### config.mk
export PLATFORM = sky130hd
export DESIGN_NAME = n_queens_solution_enumerator_unit
export DESIGN_NICKNAME = d
export VERILOG_FILES = /design/src/design/nq_pkg.sv /design/src/design/nq_attack_unit.sv /design/src/design/nq_search_seq.sv /design/src/design/n_queens_solution_enumerator_unit.sv
export SDC_FILE = /design/constraint.sdc
export NUM_CORES = 1
export LEC_CHECK = 0
export ABC_AREA = 1
export CAP_MARGIN = 25
export CORE_ASPECT_RATIO = 1.25
export CORE_MARGIN = 2
export CORE_UTILIZATION = 50
export CTS_BUF_LIST = sky130_fd_sc_hd__clkbuf_2 sky130_fd_sc_hd__clkbuf_4 sky130_fd_sc_hd__clkbuf_8
export DETAILED_ROUTE_END_ITERATION = 10
export DONT_BUFFER_PORTS = 1
export GPL_ROUTABILITY_DRIVEN = 0
export PLACE_DENSITY = 0.63
export SYNTH_ARGS = -nofsm -noshare
export SYNTH_HDL_FRONTEND = slang
export SYNTH_SLANG_ARGS = --single-unit
### constraint.sdc
create_clock -name clk -period 10.4 [get_ports clk]
set_clock_uncertainty 0.1 [all_clocks]
set_input_delay 3.12 -clock clk [delete_from_list [all_inputs] [get_ports clk]]
set_output_delay 3.12 -clock clk [all_outputs]
set_load 0.02 [all_outputs]
### src/design/nq_pkg.sv
// Shared constants, types and helpers for the N-queens solution enumerator.
// Used by every module of the block; depends on nothing else.
`timescale 1ns / 1ps
package nq_pkg;

  localparam int MAX_QUEENS = 16;
  localparam int ROW_W      = 4;
  localparam int SIZE_W     = 5;
  localparam int LVL_W      = 4;
  localparam int CNT_W      = 24;
  localparam int PLACE_W    = MAX_QUEENS * ROW_W;

  localparam logic [SIZE_W-1:0] BOARD_RESET = SIZE_W'(10);
  localparam logic [CNT_W-1:0]  COUNT_MAX   = {CNT_W{1'b1}};

  typedef logic [ROW_W-1:0]  row_t;
  typedef logic [SIZE_W-1:0] size_t;
  typedef logic [LVL_W-1:0]  lvl_t;

  typedef struct packed {
    logic               found;
    logic [PLACE_W-1:0] placement;
    logic [CNT_W-1:0]   count;
  } res_t;

  // Board size as used by the search: zero acts as one, large values clamp.
  function automatic size_t eff_size(input size_t b);
    size_t r;
    r = b;
    if (b == '0) begin
      r = SIZE_W'(1);
    end else if (b > SIZE_W'(MAX_QUEENS)) begin
      r = SIZE_W'(MAX_QUEENS);
    end
    return r;
  endfunction

endpackage

### src/design/nq_attack_unit.sv
// Shared conflict comparator: tests one earlier queen against the candidate.
// Depends on nq_pkg.
`timescale 1ns / 1ps
module nq_attack_unit import nq_pkg::*; (
  input  lvl_t lvl,
  input  lvl_t col,
  input  row_t cand,
  input  row_t other,
  output logic hit
);

  logic [ROW_W:0] col_gap;
  logic [ROW_W:0] cand_x;
  logic [ROW_W:0] other_x;

  // The earlier column is always below the current one, so the gap is positive.
  assign col_gap = {1'b0, lvl - col};
  assign cand_x  = {1'b0, cand};
  assign other_x = {1'b0, other};

  assign hit = (other_x == cand_x) ||
               (other_x + col_gap == cand_x) ||
               (cand_x + col_gap == other_x);

endmodule

### src/design/nq_search_seq.sv
// Backtracking sequencer with the stored queen rows and the solution count.
// Depends on nq_pkg and nq_attack_unit.
`timescale 1ns / 1ps
module nq_search_seq import nq_pkg::*; (
  input  logic  clk,
  input  logic  rst,
  input  logic  go,
  input  logic  restart,
  input  size_t n,
  output logic  busy,
  output res_t  res,
  output logic  res_valid
);

  localparam logic [2:0] S_IDLE  = 3'd0;
  localparam logic [2:0] S_LOAD  = 3'd1;
  localparam logic [2:0] S_TEST  = 3'd2;
  localparam logic [2:0] S_CHECK = 3'd3;
  localparam logic [2:0] S_EMIT  = 3'd4;

  logic [2:0]       state;
  row_t             rows [MAX_QUEENS];
  lvl_t             lvl;
  lvl_t             col;
  logic [SIZE_W-1:0] row;
  logic             adv;
  logic             sdone;
  logic [CNT_W-1:0] count;

  lvl_t             n_m1;
  lvl_t             rd_addr;
  row_t             rd;
  logic             hit;
  logic [CNT_W-1:0] count_inc;
  logic [PLACE_W-1:0] packed_rows;
  logic             last_col;
  logic [SIZE_W-1:0] n_dec;

  assign n_dec     = n - SIZE_W'(1);
  assign n_m1      = n_dec[LVL_W-1:0];
  assign rd_addr   = (state == S_CHECK) ? col : lvl;
  assign rd        = rows[rd_addr];
  assign count_inc = (count == COUNT_MAX) ? count : count + CNT_W'(1);
  assign last_col  = (lvl == n_m1);
  assign busy      = (state != S_IDLE);

  always_comb begin
    for (int c = 0; c < MAX_QUEENS; c++) begin
      packed_rows[c*ROW_W +: ROW_W] = (SIZE_W'(c) < n) ? rows[c] : '0;
    end
  end

  nq_attack_unit u_attack (
    .lvl   (lvl),
    .col   (col),
    .cand  (row[ROW_W-1:0]),
    .other (rd),
    .hit   (hit)
  );

  always_ff @(posedge clk) begin
    res_valid <= 1'b0;
    if (rst) begin
      state <= S_IDLE;
      for (int c = 0; c < MAX_QUEENS; c++) begin
        rows[c] <= '0;
      end
      lvl   <= '0;
      col   <= '0;
      adv   <= 1'b0;
      sdone <= 1'b0;
      count <= '0;
    end else begin
      case (state)
        S_IDLE: begin
          if (go) begin
            if (restart) begin
              for (int c = 0; c < MAX_QUEENS; c++) begin
                rows[c] <= '0;
              end
              lvl   <= '0;
              adv   <= 1'b0;
              count <= '0;
              sdone <= 1'b0;
              state <= S_LOAD;
            end else if (sdone) begin
              res       <= '{found: 1'b0, placement: '0, count: count};
              res_valid <= 1'b1;
            end else begin
              if (lvl > n_m1) begin
                lvl <= n_m1;
              end
              adv   <= (count != '0);
              state <= S_LOAD;
            end
          end
        end
        S_LOAD: begin
          row   <= {1'b0, rd} + {{(SIZE_W-1){1'b0}}, adv};
          adv   <= 1'b0;
          state <= S_TEST;
        end
        S_TEST: begin
          if (row >= n) begin
            // Column exhausted: clear it and back up one column, or end the search at column zero.
            rows[lvl] <= '0;
            if (lvl == '0) begin
              sdone     <= 1'b1;
              res       <= '{found: 1'b0, placement: '0, count: count};
              res_valid <= 1'b1;
              state     <= S_IDLE;
            end else begin
              lvl   <= lvl - LVL_W'(1);
              adv   <= 1'b1;
              state <= S_LOAD;
            end
          end else begin
            rows[lvl] <= row[ROW_W-1:0];
            col       <= '0;
            if (lvl != '0) begin
              state <= S_CHECK;
            end else if (last_col) begin
              state <= S_EMIT;
            end else begin
              lvl            <= lvl + LVL_W'(1);
              rows[lvl + 1'b1] <= '0;
              row            <= '0;
              state          <= S_TEST;
            end
          end
        end
        S_CHECK: begin
          if (hit) begin
            adv   <= 1'b1;
            state <= S_LOAD;
          end else if (col == lvl - LVL_W'(1)) begin
            if (last_col) begin
              state <= S_EMIT;
            end else begin
              lvl              <= lvl + LVL_W'(1);
              rows[lvl + 1'b1] <= '0;
              row              <= '0;
              state            <= S_TEST;
            end
          end else begin
            col <= col + LVL_W'(1);
          end
        end
        S_EMIT: begin
          count     <= count_inc;
          res       <= '{found: 1'b1, placement: packed_rows, count: count_inc};
          res_valid <= 1'b1;
          state     <= S_IDLE;
        end
        default: begin
          state <= S_IDLE;
        end
      endcase
    end
  end

endmodule

### src/design/n_queens_solution_enumerator_unit.sv
// Top level of the N-queens solution enumerator: board size register, request
// handshake and result ports. Depends on nq_pkg and nq_search_seq.
`timescale 1ns / 1ps
// How the block is used:
// A request item is accepted at a rising edge where start is high and busy is
// low. Its restart bit either clears the board and the solution count, or
// continues the search from the last solution found. Busy stays high while the
// backtracking search runs, so only one item is in flight at a time.
// Exactly one result item comes back per request. It is on placement, found
// and solution_count for a single cycle, marked by result_valid; the receiver
// cannot stall, so it must take the item in that cycle.
// A request that meets an exhausted search answers in the cycle right
// after acceptance. Otherwise each row trial passes through the load and test
// states, or the test state only for row zero of a newly entered column, and
// then the check state runs each earlier column through the single shared
// conflict comparator; a found solution adds a packing state before the result.
// The board size register is written through cfg_valid/cfg_data; cfg_ready is
// always high and writes belong in idle periods. Zero acts as one and values
// above sixteen act as sixteen. Reset (rst, synchronous) sets the size to 10,
// clears the board, the count and the exhausted flag, and leaves the block
// idle; no clearing pass is needed.
module n_queens_solution_enumerator_unit import nq_pkg::*; (
  input  logic               clk,
  input  logic               rst,
  input  logic               start,
  output logic               busy,
  input  logic               restart,
  output logic               result_valid,
  output logic [PLACE_W-1:0] placement,
  output logic               found,
  output logic [CNT_W-1:0]   solution_count,
  input  logic               cfg_valid,
  output logic               cfg_ready,
  input  logic [SIZE_W-1:0]  cfg_data
);

  size_t board_size;
  size_t n;
  res_t  res;
  logic  go;

  assign cfg_ready = 1'b1;

  always_ff @(posedge clk) begin
    if (rst) begin
      board_size <= BOARD_RESET;
    end else if (cfg_valid && cfg_ready) begin
      board_size <= cfg_data;
    end
  end

  // The clamped size is what the sequencer compares rows and columns against.
  assign n  = eff_size(board_size);
  assign go = start && !busy;

  nq_search_seq u_seq (
    .clk       (clk),
    .rst       (rst),
    .go        (go),
    .restart   (restart),
    .n         (n),
    .busy      (busy),
    .res       (res),
    .res_valid (result_valid)
  );

  assign placement      = res.placement;
  assign found          = res.found;
  assign solution_count = res.count;

endmodule

==> qor.txt, run 1 <==
Fillcell total = 2034
First-pass GRT wire length = 44900 um
CP most frequent cell = nand2_1
CTS Hold Buffers Added = 0
Critical path's top delay family = simple AND/OR/NAND/NOR gates
Critical path's slowest cell = nand2_2
Syn Inst Count = 1347
DP HPWL = 20300 um
Pwr Density = 213 nW/um^2
Worst min-delay path startpoint = u_seq.count[0]
Drt wl/cell = 17.0 um
Worst-margin pin slew = 969 ps
Top FF cell, synth = dfxtp_1
Fraction of layout cells with a size suffix above 1 = 7.06%
VDD IR max = 0.118 mV
Synth area leader = edfxtp_1
Seq cells post-synth = 201
Hold slack = 389 ps
I/O pin count = 102
Post-synthesis compound-gate area fraction = 13.1%
IO buf count = 0
Core Area = 21000 um^2
Fin. Hold Viols = 0
Die footprint = 22700 um^2
Pre-antenna DRT Iters = 5
Final ANT Viol Nets = 0
Via/cell ratio = 5.46
Fin util = 55.4%
RR Endpoint = u_seq.row[4]
Worst hold path type = flop to flop
Row cnt = 59
Max-cap violations = 0
Reg-to-reg startpoint = u_seq.state[2]
Clk buf depth = 3
Main combinational cell family by area after synthesis = simple AND/OR/NAND/NOR gates
Post_cts resized = 0
Area Overhead vs Synth = 8.12%
Most common cell after layout, fill and taps aside = nand2_1
Via count = 8998
Postcts setup bufs = 0
Sum of negative setup slack = 0 ps
Crit path kind = flop to flop
CP Cell Sequence = inv_2 -> nand3_2 -> nand2_4 -> nand2_2 -> o211ai_1 -> nand3_1 -> nand3_2 -> nand2_2 -> ha_1 -> nand2_1 -> inv_1 -> nand3_1 -> nand3_1 -> nand2_1 -> nand2_1 -> inv_1 -> nand2_1 -> nand2_1 -> nand2_1 -> o2111ai_1 -> nor2_1
Clock transition at path regs = 60 ps
Initial core utilization = 51.2%
CTS buffer count = 31
CTS tree = yes
Ant diodes = 0
Post-synthesis net count = 1391
Crit start category = flop
Placed cell count = 1590
Hold EP = u_seq.count[0]
Worst path max stage delay = 580 ps
Sequential share of the synthesized area = 46.2%
Post-detailed-routing wire length = 28000 um
Post-route DRC = 0
Hold Path Stages = 2
Number of synthesized flops with an enable pin = 94
Synthesized cell area = 10700 um^2
Crit end category = flop
Commonest cells after routing, fill and taps aside = nand2_1, inv_1, nor2_1, dfxtp_1, edfxtp_1
Minimum clock period = 4980 ps
Crit Path Max Fanout = 56
WP buf/inv = 3
Clk root buf = clkbuf_8
Initial antenna violation count = 1
Final setup vio count = 0
Grt ovf = 0
Reg2Reg Depth = 21
Fmax = 0.201 GHz
FFs w/ async S/R, synth = 0%
Ranking of synthesized cells by area = edfxtp_1, dfxtp_1, nand2_1
RSZ-0062 raised after global routing = no
Critical Path AT = 5110 ps
Synth Area in XOR/XNOR = 1.63%
Critical path depth in cells = 21
Pleak = 4.77 nW
Post-synthesis mux area share = 0%
WP data required = 10530 ps
Area share of the largest cell type after synthesis = 26.3%
Status = finished clean
Final Non-Filler Cells = 1648
Number of global-route vias before repair = 8655
Worst-Skew Late Latency = 590 ps
# H-tree levels = 1
CTS sink cnt = 201
Final period util = 47.9%
Synth cell types = 47
Largest net degree at the start of global routing = 70
Total track usage = 24.9%
R2r setup slk = 5420 ps
Area share of fa/ha/maj cells after synthesis = 4.10%
Drt initial violations = 666
Post-Synth Simple-Gate Area = 24.4%
Rel. slew slack = 35.2%
Synth warn = 0
Syn Area/Cell = 7.97 um^2
NumNets Final = 1394
Tot Pwr = 0.00248 W
Die width = 135 um
Die height = 168 um
Max Slew Vio Count = 0
## where the power goes
group / switching (W) / internal [W] / leakage, nW
registers: 0.0000595 / 0.000871 / 1.74
logic: 0.000571 / 0.000266 / 2.68
clock network: 0.000312 / 0.000397 / 0.351
## cell type report
| class | instances | area [um^2] | share of cell area [%] |
|---|---|---|---|
| repair buffers | 6 | 50.0 | 0.431 |
| inverters | 244 | 916 | 7.89 |
| clock inverters | 16 | 151 | 1.30 |
| multi-input cells | 866 | 4670 | 40.2 |
| well taps | 274 | 343 | 2.95 |
| clock buffers | 41 | 514 | 4.43 |
| flip-flops and latches | 201 | 4960 | 42.8 |
## logic make-up after synthesis
group           after synthesis
xor+xnor                     20
compound gates              240
fa+ha+maj                    34
flops                       201
buf+inv                     280
simple gates                571
other cells                   1
## synth_stat cells (19+ instances only)
master,count
nor2_1,140
nand3_1,86
o211ai_1,20
dfxtp_1,107
inv_1,240
o21ai_0,60
o22ai_1,69
clkbuf_1,19
nand4_1,25
ha_1,32
edfxtp_1,94
nand2_1,270
a21oi_1,69
## per-stage QoR
stage	cell area (um^2)	setup slack, ps
after CTS	11600	5450
final	11600	5420
after global placement	10900	4950
after global routing	11600	4990
after floorplan	10700	1880
after detailed placement	10900	4880
## metal layers
metal	wire length, um	up-vias	track usage [%]	part of all wire, %
li1	-	4482	-	-
met1	11500	4129	31.0	41
met2	13700	313	42.6	49
met3	1780	74	4.52	6.3
met4	1070	0	10.0	3.8
met5	0	-	0	0
## worst max-delay path by stage
stage / start / end / slack, ps
floorplan: rst / u_seq.res[0] / 1880
global placement: start / u_seq.res[87] / 4950
detailed placement: start / u_seq.res[86] / 4880
CTS: u_seq.state[2] / u_seq.row[4] / 5450
global route: u_seq.state[2] / u_seq.row[1] / 4990
finish: u_seq.state[2] / u_seq.row[4] / 5420
## tightest hold or removal path: cells and delay by family (launching register included)
| family | cells | cell delay [ps] |
|---|---|---|
| flip-flops | 1 | 320 |
| AO/OA/AOI/OAI | 1 | 60 |
| AND/OR/NAND/NOR | 1 | 60 |
## sequential cells by signal, summed over array words and instances, names as in the netlist, 3 cells and up
signal and flops:
u_seq.res 89, u_seq.rows 64, u_seq.count 24, board_size 5, u_seq.row 5, u_seq.col 4, u_seq.lvl 4, u_seq.state 3
Power figures use the tool's default switching activity.
==> run 2: changes to the inputs <==
- clock period: 10.4 -> 4.8 ns (I/O delays scaled with it)
==> run 2 against run 1 <==
  * Non-clock buffer count up 6
  * Critical path depth up 1
  * Die area unchanged
  * Utilization up 0.33 points
  * First-iteration DRC count up 17%
  * Clock power up 120%
  * Combinational power up 120%
  * Sequential cell count unchanged
  * Worst hold slack worse by 5.1 ps
  * Power up 120%
  * Worst setup slack worse by 5000 ps
  * Via count up 1.4%
  * Critical endpoint is now u_seq.row[2]
  * Highest routed layer unchanged
==> qor.txt, run 2 (synthesis results as in run 1) <==
Status = finished clean
NumNets Final = 1399
Leading registers by flop count = u_seq.res: 89 flops, u_seq.rows: 64 flops, u_seq.count: 24 flops
Pleak = 4.81 nW
RSZ-0062 raised after global routing = no
Pre-CTS setup slack = 257 ps
Number of global-route vias before repair = 8594
Pwr Density = 466 nW/um^2
IO buf count = 0
Max Slew Vio Count = 0
Row cnt = 59
Core Area = 21000 um^2
CP most frequent cell = nand2_1
Minimum clock period = 4400 ps
Clk buf depth = 3
Critical path's top delay family = simple AND/OR/NAND/NOR gates
Pre-antenna DRT Iters = 6
Die width = 135 um
Worst path setup slack after routing = 399 ps
Final period util = 91.7%
Worst-Skew Late Latency = 600 ps
Area Overhead vs Synth = 8.78%
Biggest register = u_seq.res
I/O pin count = 102
Die footprint = 22700 um^2
CP Cell Sequence = inv_1 -> nand2_4 -> nand2_4 -> buf_4 -> a21oi_1 -> o21ai_0 -> nand3_1 -> nand3_2 -> nand2_2 -> ha_1 -> nand2_1 -> inv_1 -> nand3_1 -> nand3_1 -> nand2_1 -> nand2_1 -> inv_1 -> nand2_1 -> nand2_1 -> nand2_1 -> o2111ai_1 -> nor2_1
Grt ovf = 0
Fin. Hold Viols = 0
Fmax = 0.227 GHz
CTS Hold Buffers Added = 0
Final ANT Viol Nets = 0
Initial core utilization = 51.2%
Clk root buf = clkbuf_8
Post-route DRC = 0
Total track usage = 25.4%
Post-detailed-routing wire length = 29100 um
CTS buffer count = 30
Ant diodes = 0
Register Area = 4960 um^2
CTS sink cnt = 201
Placed cell count = 1596
VDD IR max = 0.247 mV
Area of the multi-input gates = 4680 um^2
Via count = 9124
Crit start category = flop
Sum of negative setup slack = 0 ps
Final Non-Filler Cells = 1653
Most common cell after layout, fill and taps aside = nand2_1
Largest net degree at the start of global routing = 47
Clock transition at path regs = 70 ps
Via/cell ratio = 5.52
First-pass GRT wire length = 45300 um
Final setup vio count = 0
Initial antenna violation count = 1
Max FFs per register = 89
CTS tree = yes
Drt initial violations = 781
Max-cap violations = 0
Tot Pwr = 0.00545 W
Post_cts resized = 0
Fraction of layout cells with a size suffix above 1 = 7.54%
# H-tree levels = 1
Critical Path AT = 4540 ps
Placement Cell Area = 11000 um^2
Worst-margin pin slew = 1000 ps
Die height = 168 um
Worst hold path type = flop to flop
Crit Path Max Fanout = 46
DP HPWL = 21400 um
Fillcell total = 2001
Rel. slew slack = 32.5%
WP buf/inv = 4
Drt wl/cell = 17.6 um
Crit end category = flop
Worst path max stage delay = 390 ps
Fin area = 11700 um^2
Commonest cells after routing, fill and taps aside = nand2_1, inv_1, nor2_1, dfxtp_1, edfxtp_1
Postcts setup bufs = 0
R2r setup slk = 400 ps
WP data required = 4940 ps
Critical path's slowest cell = nand2_4
Crit path kind = flop to flop
run 2: per-layer routing:
| metal | wire length, um | vias to the layer above | GRT usage [%] |
|---|---|---|---|
| met4 | 1310 | 0 | 12.3 |
| met2 | 14100 | 379 | 44.1 |
| li1 | - | 4484 | - |
| met5 | 0 | - | 0 |
| met3 | 2060 | 85 | 4.28 |
| met1 | 11700 | 4176 | 30.5 |
run 2: cell type report:
class,count,area share [%]
clock buffers,34,3.79
clock inverters,22,2.08
inverters,244,7.84
multi-input cells,866,40.1
flip-flops and latches,201,42.5
well taps,274,2.94
repair buffers,12,0.750
run 2: power breakdown:
group | switching [W] | internal (W)
registers | 0.000134 | 0.00189
logic | 0.00125 | 0.000589
clock network | 0.000688 | 0.000895
run 2: final timing paths:
path / startpoint / to / cells after the start
worst max-delay path: u_seq.lvl[0] / u_seq.row[2] / 22
worst min-delay path: u_seq.count[21] / u_seq.count[21] / 2
worst max register to register: u_seq.lvl[0] / u_seq.row[2] / 22
worst min register to register: u_seq.count[21] / u_seq.count[21] / 2
run 2: stage by stage:
stage / utilization [%] / hold slack, ps
finish: 55.7 / 383
global placement: 52.4 / 368
global route: 55.7 / 405
detailed placement: 52.4 / 371
CTS: 55.6 / 382
floorplan: - / 358
run 2: worst min-delay path: cells and delay by family, from the launching register on:
family,cells,cell delay [ps]
AND/OR/NAND/NOR,1,60
flip-flops,1,330
AO/OA/AOI/OAI,1,50
==> run 3: changes to the inputs <==
- ABC_AREA: 1 -> unset
==> run 3 against run 2 <==
  * Sequential cell count unchanged
  * Global-route usage up 2.9 points
  * Critical endpoint is now u_seq.rows[0][3]
  * Critical path type unchanged
  * Largest cell class is now multi-input combinational cells
  * Sequential power down 4%
==> qor.txt, run 3 <==
Number of global-route vias before repair = 8803
CTS sink cnt = 201
Syn Inst Count = 1182
CP most frequent cell = buf_4
CTS tree = yes
Clk pwr share = 35.6%
Leading registers by flop count = u_seq.res: 89 flops, u_seq.rows: 64 flops, u_seq.count: 24 flops
Fillcell total = 1963
Biggest register = u_seq.res
Switching Share = 30.8%
Synth area leader = edfxtp_1
Synthesized cell area = 10900 um^2
Seq cells post-synth = 201
Crit path kind = flop to flop
Ranking of synthesized cells by area = edfxtp_1, dfxtp_1, nor2_1
Fmax = 0.220 GHz
Internal power consumption = 0.00325 W
Total track usage = 28.3%
Fraction of layout cells with a size suffix above 1 = 13.2%
CP Cell Sequence = nand3b_4 -> a21oi_2 -> buf_4 -> o221ai_1 -> and3_1 -> a211oi_2 -> nor2_1 -> ha_1 -> nand2_1 -> nor3b_1 -> a2111oi_0 -> o311ai_0 -> mux2i_1 -> nand3_2 -> buf_4 -> a31oi_4 -> nor2_2 -> a31oi_1
RSZ-0062 raised after global routing = yes
Fin area = 12300 um^2
Syn Area/Cell = 9.23 um^2
Most common cell after layout, fill and taps aside = nor2_1
Status = finished clean
Drt initial violations = 853
WP data required = 5120 ps
Area Overhead vs Synth = 12.4%
Max-cap violations = 0
Worst hold path type = flop to flop
IO buf count = 0
Fin. Hold Viols = 0
Final period util = 94.7%
Final ANT Viol Nets = 0
Final setup vio count = 0
CTS buffer count = 31
Critical Path AT = 4870 ps
Critical path's top delay family = compound AO/OA/AOI/OAI gates
Max Slew Vio Count = 0
Post-synthesis compound-gate area fraction = 16.6%
Clk root buf = clkbuf_8
Ant diodes = 0
Minimum clock period = 4540 ps
Via count = 9299
Max FFs per register = 89
Number of synthesized flops with an enable pin = 94
Drt wl/cell = 21.4 um
Die height = 169 um
Critical path's slowest cell = nor2_2
Pwr Density = 383 nW/um^2
Rel. slew slack = 40.0%
Synth cell types = 83
CTS Hold Buffers Added = 0
Die footprint = 23000 um^2
Crit start category = flop
Seq pwr share = 41.3%
Pleak = 4.66 nW
Initial antenna violation count = 0
Top FF cell, synth = dfxtp_1
Initial core utilization = 50.8%
Area share of fa/ha/maj cells after synthesis = 4.04%
NetSw = 0.00145 W
Pre-antenna DRT Iters = 5
DP HPWL = 23700 um
Post-Synth Simple-Gate Area = 22.5%
VDD IR max = 0.209 mV
Comb pwr share = 23.1%
Post-route DRC = 0
WP buf/inv = 2
Grt ovf = 0
Post-detailed-routing wire length = 32400 um
Postcts setup bufs = 0
Synth top cells by count = nor2_1, dfxtp_1, a31oi_1, edfxtp_1, nand2_1
Crit end category = flop
# H-tree levels = 1
Synth Area in XOR/XNOR = 3.85%
Placement Cell Area = 11500 um^2
Main combinational cell family by area after synthesis = simple AND/OR/NAND/NOR gates
Clk buf depth = 3
Core Area = 21500 um^2
First-pass GRT wire length = 50500 um
Commonest cells after routing, fill and taps aside = nor2_1, dfxtp_1, edfxtp_1, a31oi_1, nand2_1
Worst-Skew Late Latency = 580 ps
Clock transition at path regs = 70 ps
Via/cell ratio = 6.14
FFs w/ async S/R, synth = 0%
Post-synthesis mux area share = 3.41%
Largest net degree at the start of global routing = 74
Area share of the largest cell type after synthesis = 25.9%
NumNets Final = 1254
I/O pin count = 102
Die width = 136 um
Crit Path Max Fanout = 16
Worst path max stage delay = 590 ps
Synth warn = 0
Most numerous cell in the Yosys netlist = nor2_1
Post-synthesis net count = 1226
Row cnt = 60
Worst-margin pin slew = 898 ps
Sequential share of the synthesized area = 45.5%
Sum of negative setup slack = 0 ps
## run 3: cell count changes in the layout (fill, tap and decap cells not counted), moves of 21 or more
| cell | change |
|---|---|
| a21oi_1 | -23 |
| a31oi_1 | +90 |
| and2_1 | +58 |
| buf_4 | +53 |
| inv_1 | -203 |
| nand2_1 | -178 |
| nand3_1 | -52 |
| nor2_1 | +58 |
| o21ai_0 | -39 |
| o22ai_1 | -64 |
| xnor2_1 | +21 |
## run 3: kinds of logic (layout without fill, tap and decap cells)
family                   count (synthesis)  after routing
AND/OR/NAND/NOR                        501            501
AO/OA/AOI/OAI                          258            258
flip-flops                             201            201
buffers and inverters                  108            161
XOR/XNOR                                48             48
adder cells (fa/ha/maj)                 34             34
multiplexers                            31             31
other                                    1              1
## run 3: path summary, 6_finish.rpt
check                    from                to  slack [ps]  depth (start not counted)
max reg2reg    u_seq.state[0]  u_seq.rows[0][3]         260                         18
min reg2reg  u_seq.rows[7][3]  u_seq.rows[7][3]         430                          2
min          u_seq.rows[7][3]  u_seq.rows[7][3]         430                          2
max            u_seq.state[0]  u_seq.rows[0][3]         260                         18
## run 3: power groups by stage
stage	Combinational, W	Sequential (W)	Clock (W)
2_1_floorplan	0.000733	0.00194	0
3_3_place_gp	0.00105	0.00197	0
3_5_place_dp	0.00106	0.00197	0
4_1_cts	0.00106	0.00194	0.00170
5_1_grt	0.00118	0.00194	0.00177
6_report	0.00108	0.00194	0.00167
## run 3: layer usage
layer	part of all wire (%)	wire (um)	global-route usage [%]
met1	41	13200	36.6
met2	47	15400	46.6
met3	6.8	2200	4.18
met4	5.0	1640	13.0
met5	0	0	0
## run 3: timing repair
item                                    4_1_cts  5_1_grt
gates resized for setup                       1        2
pin swaps                                     0        0
hold endpoints to repair                      0        0
endpoints found under the setup margin        4       44
## run 3: through the flow
stage	utilization [%]	total power [W]	hold WS, ps	setup slack, ps	std cells
5_1_grt	57.1	0.00488	449	-72.9	1514
3_3_place_gp	53.6	0.00302	382	278	1456
6_report	57.1	0.00470	427	257	1514
3_5_place_dp	53.6	0.00303	406	-3.09	1456
2_1_floorplan	-	0.00268	364	185	1182
4_1_cts	57.0	0.00470	421	218	1514
## run 3: layout make-up
cell class	count	area, um^2	area share (%)
tap	279	349	2.85
timing repair buffer	66	520	4.24
clock inverter	20	248	2.02
multi-input combinational	873	5560	45.4
inverter	37	139	1.13
sequential	201	4960	40.5
clock buffer	38	479	3.91
## run 3: worst reg2reg max path: stages, from the launching register on
cell and delay, ps:
dfxtp_1 520, nand3b_4 200, a21oi_2 310, buf_4 190
o221ai_1 120, and3_1 220, a211oi_2 260, nor2_1 100
ha_1 360, nand2_1 110, nor3b_1 50, a2111oi_0 310
o311ai_0 240, mux2i_1 180, nand3_2 100, buf_4 150
a31oi_4 100, nor2_2 590, a31oi_1 190
